[config.mk]
export PLATFORM = sky130hd
export DESIGN_NAME = button_click_classifier
export DESIGN_NICKNAME = d
export VERILOG_FILES = /design/src/hw/rtl/bcc_pkg.sv /design/src/hw/rtl/bcc_cfg_regs.sv /design/src/hw/rtl/bcc_classify.sv /design/src/hw/rtl/bcc_out_reg.sv /design/src/hw/rtl/button_click_classifier.sv
export VERILOG_INCLUDE_DIRS = /design/src /design/src/hw/rtl
export SDC_FILE = /design/constraint.sdc
export NUM_CORES = 1
export LEC_CHECK = 0
export BUFFER_PORTS_ARGS = -buffer_cell sky130_fd_sc_hd__buf_2
export CORE_ASPECT_RATIO = 1.2
export CORE_MARGIN = 4
export CORE_UTILIZATION = 40
export DETAILED_ROUTE_END_ITERATION = 8
export HOLD_SLACK_MARGIN = 0.15
export PLACE_DENSITY = 0.55
export SYNTH_ARGS = -nofsm -noshare
export SYNTH_HDL_FRONTEND = slang
export SYNTH_SLANG_ARGS = --single-unit
[constraint.sdc]
create_clock -name clk -period 7.35 [get_ports clk]
set_clock_uncertainty 0.1 [all_clocks]
set_input_delay 0.3675 -clock clk [delete_from_list [all_inputs] [get_ports clk]]
set_output_delay 0.3675 -clock clk [all_outputs]
set_load 0.01 [all_outputs]
[src/hw/rtl/button_click_classifier_macros.svh]
// assertion helpers for the checks in bcc_classify
`ifndef BUTTON_CLICK_CLASSIFIER_MACROS_SVH
`define BUTTON_CLICK_CLASSIFIER_MACROS_SVH

// same-cycle implication, quiet during reset
`define BCC_ASSERT_NOW(label, ante, cons, msg) \
  label: assert property (@(posedge clk) disable iff (!rst_n) (ante) |-> (cons)) \
    else $error(msg);

// next-cycle implication, quiet during reset
`define BCC_ASSERT_NEXT(label, ante, cons, msg) \
  label: assert property (@(posedge clk) disable iff (!rst_n) (ante) |=> (cons)) \
    else $error(msg);

`endif

[src/hw/rtl/bcc_pkg.sv]
`timescale 1ns / 1ps
package bcc_pkg;

  // field and port widths
  localparam int STAMP_W     = 32;
  localparam int LIMIT_W     = 32;
  localparam int TICKS_W     = 16;
  localparam int IN_TDATA_W  = 40;
  localparam int OUT_TDATA_W = 8;
  localparam int CFG_IDX_W   = 2;
  localparam int CFG_DATA_W  = 32;

  // default timestamp storage width
  localparam int STAMP_BITS_DEF = 32;

  // register reset values
  localparam logic [LIMIT_W-1:0] LONG_LIMIT_RST = 32'd550000;
  localparam logic [LIMIT_W-1:0] GAP_LIMIT_RST  = 32'd85000;
  localparam logic [TICKS_W-1:0] WIN_TICKS_RST  = 16'd500;

  // register indexes
  localparam logic [CFG_IDX_W-1:0] REG_LONG_LIMIT = 2'd0;
  localparam logic [CFG_IDX_W-1:0] REG_GAP_LIMIT  = 2'd1;
  localparam logic [CFG_IDX_W-1:0] REG_WIN_TICKS  = 2'd2;

  // command codes and pin level
  localparam logic CMD_EDGE    = 1'b0;
  localparam logic CMD_TICK    = 1'b1;
  localparam logic PIN_PRESSED = 1'b0;

  typedef enum logic [1:0] {
    KIND_SINGLE = 2'd0,
    KIND_DOUBLE = 2'd1,
    KIND_LONG   = 2'd2
  } kind_t;

  typedef struct packed {
    logic [LIMIT_W-1:0] long_press_limit;
    logic [LIMIT_W-1:0] double_gap_limit;
    logic [TICKS_W-1:0] window_ticks;
  } cfg_t;

  typedef struct packed {
    logic  valid;
    kind_t kind;
  } res_t;

endpackage

[src/hw/rtl/bcc_cfg_regs.sv]
`timescale 1ns / 1ps
module bcc_cfg_regs (
  input  logic                            clk,
  input  logic                            rst_n,
  input  logic                            cfg_wr_en,
  input  logic [bcc_pkg::CFG_IDX_W-1:0]   cfg_index,
  input  logic [bcc_pkg::CFG_DATA_W-1:0]  cfg_wdata,
  output bcc_pkg::cfg_t                   cfg
);
  import bcc_pkg::*;

  logic [LIMIT_W-1:0] long_limit_r;
  logic [LIMIT_W-1:0] gap_limit_r;
  logic [TICKS_W-1:0] win_ticks_r;

  // register writes
  always_ff @(posedge clk) begin
    if (!rst_n) begin
      long_limit_r <= LONG_LIMIT_RST;
      gap_limit_r  <= GAP_LIMIT_RST;
      win_ticks_r  <= WIN_TICKS_RST;
    end else if (cfg_wr_en) begin
      case (cfg_index)
        REG_LONG_LIMIT: long_limit_r <= cfg_wdata[LIMIT_W-1:0];
        REG_GAP_LIMIT:  gap_limit_r  <= cfg_wdata[LIMIT_W-1:0];
        REG_WIN_TICKS:  win_ticks_r  <= cfg_wdata[TICKS_W-1:0];
        default: ;
      endcase
    end
  end

  assign cfg.long_press_limit = long_limit_r;
  assign cfg.double_gap_limit = gap_limit_r;
  assign cfg.window_ticks     = win_ticks_r;

endmodule

[src/hw/rtl/bcc_classify.sv]
`timescale 1ns / 1ps
`include "button_click_classifier_macros.svh"
module bcc_classify #(
  parameter int STAMP_BITS = bcc_pkg::STAMP_BITS_DEF
) (
  input  logic                         clk,
  input  logic                         rst_n,
  input  logic                         in_tvalid,
  output logic                         in_tready,
  input  logic                         in_cmd,
  input  logic                         in_pin_level,
  input  logic [bcc_pkg::STAMP_W-1:0]  in_stamp,
  input  bcc_pkg::cfg_t                cfg,
  input  logic                         out_free,
  output bcc_pkg::res_t                res
);
  import bcc_pkg::*;

  // compare width covers both stamp storage and the 32-bit limits
  localparam int CMP_W = (STAMP_BITS > LIMIT_W) ? STAMP_BITS : LIMIT_W;

  // input register
  logic               in_v_r;
  logic               cmd_r;
  logic               lvl_r;
  logic [STAMP_W-1:0] stamp_r;

  // classifier state
  logic [STAMP_BITS-1:0] press_r, press_nxt;
  logic [STAMP_BITS-1:0] prior_r, prior_nxt;
  logic [STAMP_BITS-1:0] latest_r, latest_nxt;
  logic                  win_open_r, win_open_nxt;
  logic [TICKS_W-1:0]    win_elapsed_r, win_elapsed_nxt;

  logic [STAMP_BITS-1:0] now;
  logic [STAMP_BITS-1:0] hold;
  logic [STAMP_BITS-1:0] gap;
  logic [TICKS_W-1:0]    elapsed_inc;
  logic                  long_hit;
  logic                  dbl_hit;
  logic                  expire;
  logic                  fire;
  res_t                  res_c;

  // arithmetic on the held word
  assign now         = STAMP_BITS'(stamp_r);
  assign hold        = now - press_r;
  assign gap         = latest_r - prior_r;
  assign long_hit    = CMP_W'(hold) > CMP_W'(cfg.long_press_limit);
  assign dbl_hit     = CMP_W'(gap) < CMP_W'(cfg.double_gap_limit);
  assign elapsed_inc = win_elapsed_r + 1'b1;
  assign expire      = elapsed_inc >= cfg.window_ticks;

  // result and next state for the held word
  always_comb begin
    press_nxt       = press_r;
    prior_nxt       = prior_r;
    latest_nxt      = latest_r;
    win_open_nxt    = win_open_r;
    win_elapsed_nxt = win_elapsed_r;
    res_c.valid     = 1'b0;
    res_c.kind      = KIND_SINGLE;
    if (cmd_r == CMD_EDGE) begin
      if (lvl_r == PIN_PRESSED) begin
        press_nxt = now;
      end else if (long_hit) begin
        res_c.valid = 1'b1;
        res_c.kind  = KIND_LONG;
      end else begin
        prior_nxt  = latest_r;
        latest_nxt = now;
        if (!win_open_r) begin
          win_open_nxt    = 1'b1;
          win_elapsed_nxt = '0;
        end
      end
    end else if (win_open_r) begin
      if (expire) begin
        win_open_nxt    = 1'b0;
        win_elapsed_nxt = '0;
        res_c.valid     = 1'b1;
        res_c.kind      = dbl_hit ? KIND_DOUBLE : KIND_SINGLE;
      end else begin
        win_elapsed_nxt = elapsed_inc;
      end
    end
  end

  // a word leaves unless it carries a result and the output is full and not being taken
  assign fire      = in_v_r && (!res_c.valid || out_free);
  assign in_tready = !in_v_r || fire;

  assign res.valid = res_c.valid && fire;
  assign res.kind  = res_c.kind;

  // input register
  always_ff @(posedge clk) begin
    if (!rst_n) begin
      in_v_r <= 1'b0;
    end else if (in_tready) begin
      in_v_r <= in_tvalid;
    end
  end

  always_ff @(posedge clk) begin
    if (in_tready && in_tvalid) begin
      cmd_r   <= in_cmd;
      lvl_r   <= in_pin_level;
      stamp_r <= in_stamp;
    end
  end

  // state update
  always_ff @(posedge clk) begin
    if (!rst_n) begin
      press_r       <= '0;
      prior_r       <= '0;
      latest_r      <= '0;
      win_open_r    <= 1'b0;
      win_elapsed_r <= '0;
    end else if (fire) begin
      press_r       <= press_nxt;
      prior_r       <= prior_nxt;
      latest_r      <= latest_nxt;
      win_open_r    <= win_open_nxt;
      win_elapsed_r <= win_elapsed_nxt;
    end
  end

  // checks
  `BCC_ASSERT_NOW(a_closed_count_zero, !win_open_r, win_elapsed_r == '0,
    "tick count not cleared while window closed")
  `BCC_ASSERT_NOW(a_click_from_tick, res.valid && res.kind != KIND_LONG,
    cmd_r == CMD_TICK && win_open_r, "click result without an open window tick")
  `BCC_ASSERT_NEXT(a_expire_closes, res.valid && cmd_r == CMD_TICK, !win_open_r,
    "window still open after expiry")
  `BCC_ASSERT_NEXT(a_long_keeps_window, res.valid && res.kind == KIND_LONG,
    $stable(win_open_r) && $stable(latest_r), "long press disturbed the window")

endmodule

[src/hw/rtl/bcc_out_reg.sv]
`timescale 1ns / 1ps
module bcc_out_reg (
  input  logic                              clk,
  input  logic                              rst_n,
  input  bcc_pkg::res_t                     res,
  output logic                              out_free,
  output logic                              out_tvalid,
  input  logic                              out_tready,
  output logic [bcc_pkg::OUT_TDATA_W-1:0]   out_tdata
);
  import bcc_pkg::*;

  logic  out_v_r, out_v_nxt;
  kind_t kind_r;

  assign out_free = !out_v_r || out_tready;

  // result holding register
  always_comb begin
    out_v_nxt = out_v_r;
    if (res.valid) begin
      out_v_nxt = 1'b1;
    end else if (out_tready) begin
      out_v_nxt = 1'b0;
    end
  end

  always_ff @(posedge clk) begin
    if (!rst_n) begin
      out_v_r <= 1'b0;
    end else begin
      out_v_r <= out_v_nxt;
    end
  end

  always_ff @(posedge clk) begin
    if (res.valid) begin
      kind_r <= res.kind;
    end
  end

  assign out_tvalid = out_v_r;
  assign out_tdata  = OUT_TDATA_W'(kind_r);

endmodule

[src/hw/rtl/button_click_classifier.sv]
`timescale 1ns / 1ps
// Push-button classifier: takes pin edge words (tuser low) and millisecond
// tick words (tuser high) and reports single clicks, double clicks and long
// presses. One word is accepted per clock; each word that causes a result is
// held in an input register, passes one subtract-and-compare step and is
// written into the result register, which drives out_tvalid. Input ready
// drops only when the word held in the input register would give a result
// while the result register is still full and not being taken.
module button_click_classifier #(
  parameter int STAMP_BITS = bcc_pkg::STAMP_BITS_DEF
) (
  input  logic                              clk,
  input  logic                              rst_n,
  // input words
  input  logic                              in_tvalid,
  output logic                              in_tready,
  input  logic [bcc_pkg::IN_TDATA_W-1:0]    in_tdata,   // pin_level, stamp, zero pad
  input  logic                              in_tuser,   // cmd
  // results
  output logic                              out_tvalid,
  input  logic                              out_tready,
  output logic [bcc_pkg::OUT_TDATA_W-1:0]   out_tdata,  // event_kind, zero pad
  // configuration writes
  input  logic                              cfg_wr_en,
  input  logic [bcc_pkg::CFG_IDX_W-1:0]     cfg_index,
  input  logic [bcc_pkg::CFG_DATA_W-1:0]    cfg_wdata
);
  import bcc_pkg::*;

  cfg_t cfg;
  res_t res;
  logic out_free;

  bcc_cfg_regs u_cfg (
    .clk       (clk),
    .rst_n     (rst_n),
    .cfg_wr_en (cfg_wr_en),
    .cfg_index (cfg_index),
    .cfg_wdata (cfg_wdata),
    .cfg       (cfg)
  );

  bcc_classify #(
    .STAMP_BITS (STAMP_BITS)
  ) u_classify (
    .clk          (clk),
    .rst_n        (rst_n),
    .in_tvalid    (in_tvalid),
    .in_tready    (in_tready),
    .in_cmd       (in_tuser),
    .in_pin_level (in_tdata[0]),
    .in_stamp     (in_tdata[STAMP_W:1]),
    .cfg          (cfg),
    .out_free     (out_free),
    .res          (res)
  );

  bcc_out_reg u_out (
    .clk        (clk),
    .rst_n      (rst_n),
    .res        (res),
    .out_free   (out_free),
    .out_tvalid (out_tvalid),
    .out_tready (out_tready),
    .out_tdata  (out_tdata)
  );

endmodule

; After elaboration in Yosys (flattened, before gate mapping)
; Cells that the tools add are included.
[classes]
n_reduce_logical = 19
addsub = 3
n_bitwise = 3
order_cmp = 3
n_mux = 19
eq_ne = 5
[op_table]
columns = operator, n
row1 = $mux 16, 6
row2 = $sub 32x32->32, 2
row3 = $gt 32x32->1, 1
row4 = $lt 32x32->1, 1
row5 = $add 16x1->16 const B, 1
row6 = $ge 16x16->1, 1
row7 = $mux 3, 5
row8 = $mux 1, 8
row9 = $reduce_and 2->1, 3
row10 = $reduce_and 3->1, 2
row11 = $reduce_and 5->1, 1
row12 = $ne 2x1->1 const B, 2
row13 = $reduce_and 4->1, 1
row14 = $reduce_bool 2->1, 2
row15 = $logic_and 1x1->1, 3
row16 = $logic_not 1->1, 3
row17 = $logic_or 1x1->1, 3
row18 = $not 1->1, 3
row19 = $eq 2x1->1 const B, 1
row20 = $eq 2x2->1 const B, 1
row21 = $logic_not 2->1, 1
row22 = $ne 2x2->1 const B, 1
[totals]
in_bits = 80
out_inout_bits = 10
ff_bits = 231
word_cells = 66

; Longest topological paths before layout
[logic_depth]
word_depth = 11
ltp_mapped = 23
ltp_nobuf = 22

; By module
; A second synthesis with hierarchy kept.
[hier_totals]
hier_cells = 1639
area_unflattened_um2 = 14267.4
[modules_own_cells]
columns = module, seq_area_each_um2, cells_each, area_each_um2, instances
row1 = bcc_classify, 3303.2, 1310, 10916.7, 1
row2 = bcc_cfg_regs, 1601.5, 316, 3193.1, 1
row3 = bcc_out_reg, 80.1, 13, 157.7, 1

; Worst setup path after synthesis
; Ideal clock, no wire load.
[synth_timing]
path_type = register -> register
startpoint = reg u_classify.stamp_r[0] (netlist: u_classify.now[0])
endpoint = reg u_classify.cmd_r (enable)
synth_period_minus_slack_ps = 6367
n_path_buf = 0
arrival_ps = 5831
stages_incl_launch_ff = 21
setup_time_ps = 436
t_required_ps = 6814
path_slack_ps = 983
path_cell_list = edfxtp_1 inv_1 ha_1 inv_1 fa_1 nand3_1 a311o_1 a31oi_1 o41ai_1 a21oi_1 a21oi_1 a31oi_1 xor2_1 ha_1 nand4_1 or4_1 nor3_1 a21oi_1 o21ai_0 a21oi_1 a21oi_1
[synth_between]
elab_chain_len = 10
[synth_rtl]
columns = item, line
row1 = from (decl), bcc_classify.sv:26  ; logic [STAMP_W-1:0] stamp_r;
row2 = from (signal assigned), bcc_classify.sv:109  ; stamp_r <= in_stamp;
row3 = $sub 32x32->32, bcc_classify.sv:47  ; assign hold = now - press_r;
row4 = $gt 32x32->1, bcc_classify.sv:49  ; assign long_hit = CMP_W'(hold) > CMP_W'(cfg.long_press_limit);
row5 = $mux 3, bcc_classify.sv:66  ; end else if (long_hit) begin
row6 = $mux 3, bcc_classify.sv:64  ; if (lvl_r == PIN_PRESSED) begin
row7 = $mux 3, bcc_classify.sv:63  ; if (cmd_r == CMD_EDGE) begin
row8 = $logic_not 1->1, bcc_classify.sv:90  ; assign fire = in_v_r && (!res_c.valid || out_free);
row9 = $logic_or 1x1->1, bcc_classify.sv:90
row10 = $logic_and 1x1->1, bcc_classify.sv:90
row11 = $logic_or 1x1->1, bcc_classify.sv:91  ; assign in_tready = !in_v_r || fire;
row12 = $logic_and 1x1->1, bcc_classify.sv:106  ; if (in_tready && in_tvalid) begin
row13 = to (signal assigned), bcc_classify.sv:107  ; cmd_r <= in_cmd;
row14 = to (decl), bcc_classify.sv:24  ; logic cmd_r;
; No other way between the ends.
; A chain may end at the register's enable or synchronous reset.

; Final worst setup path
[layout_timing]
startpoint = reg u_classify.stamp_r[0] (netlist: u_classify.now[0])
endpoint = out in_tready
[layout_between]
elab_chain_len = 9
[layout_rtl]
columns = item, line
row1 = $sub 32x32->32, bcc_classify.sv:47
row2 = $gt 32x32->1, bcc_classify.sv:49
row3 = $mux 3, bcc_classify.sv:66
row4 = $mux 3, bcc_classify.sv:64
row5 = $mux 3, bcc_classify.sv:63
row6 = $logic_not 1->1, bcc_classify.sv:90
row7 = $logic_or 1x1->1, bcc_classify.sv:90
row8 = $logic_and 1x1->1, bcc_classify.sv:90
row9 = $logic_or 1x1->1, bcc_classify.sv:91
row10 = to (decl), button_click_classifier.sv:16  ; output logic in_tready,
; No other way between the ends.

==> run_results.csv <==
group,metric,value,unit
hold_path,hold_class,"input port to flop",
floorplanning,initial_core_util,0.407,
drt,met2_length,16200,um
clocking,cts_tree,"done",
drt,drc,0,
yosys,synth_ff_type,"dfxtp_1",
timing,slew_violations,0,
power_and_ir_drop,ir_drop,0.000146,V
timing,postLayoutSetupSlackWorst,0.702,ns
drt,wl,35000,um
worst_setup_path,worstSetupStartpoint,"u_classify.now[0]",
timing,clock.fmax,150,MHz
drt,wire_per_inst,15.5,um
floorplanning,num_io_pins,90,
global_routing,grt_start_max_net_pins,104,
cells_and_area,stdcell_area,15900,sq um
worst_setup_path,rr_endpoint,"u_classify.now[2]",
timing,period_needed,6.65,ns
drt,wl_met1,16700,um
hold_path,hold_depth,2,
placement,port-buffer-count,76,
placement,place_inst,2141,
yosys,syn_area,13600,sq um
placement,placed_area,14400,sq um
drt,routed-wl-met3,1410,um
run,cap_violations,0,
yosys,yosysSeqAreaShare,0.367,
yosys,post_synth_num_cell_types,64,
timing,hold_viol_final,0,
global_routing,grt_pass1_wl,57800,um
drt,vias_per_cell,5.16,
yosys,synth_area_leaders,"dfxtp_1 (29%), ha_1 (13%), edfxtp_1 (8.0%), a21oi_1 (7.6%), nand2_1 (7.1%)",
timing,fin_tns_setup,0,ns
timing,rsz0062_at_grt,"no",
placement,dp_hpwl,25400,um
timing,setup_viol,0,
clocking,cts_resized,0,
yosys,synth_warnings,0,
power_and_ir_drop,p_leak,0.00632,uW
cells_and_area,fill_cells,3300,
drt,routed.top_layer,"met4",
global_routing,overflow,0,
placement,dp_slack,1.11,ns
yosys,synthArstFlopShare,0,
global_routing,grtUsageTotal,0.190,
yosys,syn-mean-instance-area,8.13,sq um
outcome,outcome,"complete, no violations",
hold_path,hold_path_end,"u_cfg.win_ticks_r[2]",
clocking,cts_sinks,231,
yosys,yosysTopAreaCell,"dfxtp_1",
clocking,post_cts_buffers,0,
floorplanning,core-area,33300,sq um
clocking,clock_latency,0.54,ns
floorplanning,row_count,73,
worst_setup_path,r2r-start,"u_classify.now[0]",
cells_and_area,antennaDiodeCount,0,
drt,drt_iter0_drc,722,
worst_setup_path,crit_required,6.88,ns
timing,worst-slew-pin-transition,1.13,ns
worst_setup_path,end_kind,"primary output",
floorplanning,die_h,210,um
cells_and_area,area_growth_syn_to_layout,17.1,%
clocking,h-tree-depth,1,
yosys,synth-edff-count,36,
clocking,clkTransAtPathRegs,0.06,ns
timing,max_slew_margin,0.249,
drt,vias,11600,
yosys,ys_ff_latch,231,
floorplanning,design.die.area,37000,sq um
yosys,synth_common_cells,"nand2_1 (256), a21oi_1 (206), dfxtp_1 (195)",
worst_setup_path,arrival,6.18,ns
worst_setup_path,critPathKind,"flop to primary output",
clocking,hold_buffers,68,
timing,post-route-period-util,0.905,
worst_setup_path,crit_path_max_fanout,4,
clocking,clockRootBuffer,"clkbuf_16",
global_routing,first_global_vias,11300,
worst_setup_path,start_kind,"flop",
cells_and_area,drive_gt1_frac,0.0830,
clocking,clock_path_buffers,3,
yosys,synth.most_common_cell,"nand2_1",
yosys,netlist.area_leader.share,0.288,
power_and_ir_drop,power_per_cell_area,205,nW/um^2
cells_and_area,fin_cells,2257,
drt,drtAntennaViolNets,0,
global_routing,antenna_found_initial,0,
worst_setup_path,r2r_setup_slack,1.08,ns
cells_and_area,nets,2011,
floorplanning,die_x,176,um
worst_setup_path,r2r_cells,21,
power_and_ir_drop,finalPower,3250,uW
placement,gp_congestion,0.817,
drt,first_pass_iters,5,
yosys,synthCells,1669,
hold_path,worstHoldStart,"rst_n",
clocking,numCtsBuffers,26,
-- sequential cells by signal, summed over array words and instances, names as in the netlist, 2 cells and up --
register                  flops
u_classify.win_elapsed_r     16
u_cfg.win_ticks_r            16
u_classify.prior_r           32
u_classify.now               32
u_cfg.gap_limit_r            32
u_classify.latest_r          32
u_classify.press_r           32
u_cfg.long_limit_r           32
u_out.kind_r                  2
-- stage by stage --
stage | hold slack [ns] | utilization
final | 0.331 | 0.477
after global routing | 0.321 | 0.477
after CTS | 0.289 | 0.477
after detailed placement | 0.347 | 0.431
after global placement | 0.342 | 0.431
after floorplan | 0.334 | -
-- layout by cell type (no fill, tap or decap), drive strengths merged, types with 24 or more instances in the layout --
cell type      n
nand2        256
a21oi        206
dfxtp        195
inv          159
ha           142
nor2         140
buf           86
dlygate4sd3   68
o21ai         45
xnor2         43
clkbuf        39
a21o          37
edfxtp        36
mux2i         34
o211ai        33
nand3         28
nand4         25
nor3          25
xor2          24
-- worst max-delay path, cell delays in order (launching register included) --
cell and delay (ns):
edfxtp_1 0.42, inv_1 0.08, ha_1 0.17, inv_1 0.06, fa_1 0.41, nand3_1 0.16
a311o_1 0.26, a31oi_1 0.16, o41ai_1 0.48, a21oi_1 0.25, a21oi_1 0.22, a31oi_1 0.12
xor2_1 0.17, ha_1 0.33, nand4_1 0.17, or4_1 0.61, o21bai_1 0.19, a31oi_1 0.35
o21ai_0 0.26, a21oi_1 0.39, nand2_1 0.16, buf_2 0.19
-- report_power, final --
group	internal, uW	switching [uW]	total [uW]
registers	1320	22.6	1340
logic	261	332	593
clock network	784	536	1320
-- layer usage --
layer,track usage,vias to the layer above
li1,-,6002
met1,0.258,5410
met2,0.319,185
met3,0.0254,47
met4,0.0481,0
met5,0,-
-- logic make-up after synthesis --
logic type      after synthesis  share of synthesized area
mux                          35                     0.0259
buf+inv                     227                     0.0651
compound gates              412                      0.185
simple gates                552                      0.180
other cells                   1                   0.000276
flops                       231                      0.367
fa+ha+maj                   144                      0.134
xor+xnor                     67                     0.0432
-- worst max path at each step --
stage	slack, ns	to
floorplan	0.98	u_classify.cmd_r
CTS	0.61	in_tready
detailed placement	1.11	u_classify.now[1]
global route	0.29	in_tready
finish	0.70	in_tready
global placement	1.23	u_classify.now[1]
-- cell type report --
type | instances | area, sq um | share of cell area
tap | 450 | 563 | 0.0354
clock inverter | 9 | 98.8 | 0.00622
timing repair buffer | 154 | 1150 | 0.0722
sequential | 231 | 4980 | 0.313
clock buffer | 39 | 761 | 0.0478
inverter | 158 | 596 | 0.0375
multi-input combinational | 1216 | 7750 | 0.487
(Power assumes the default switching activity.)
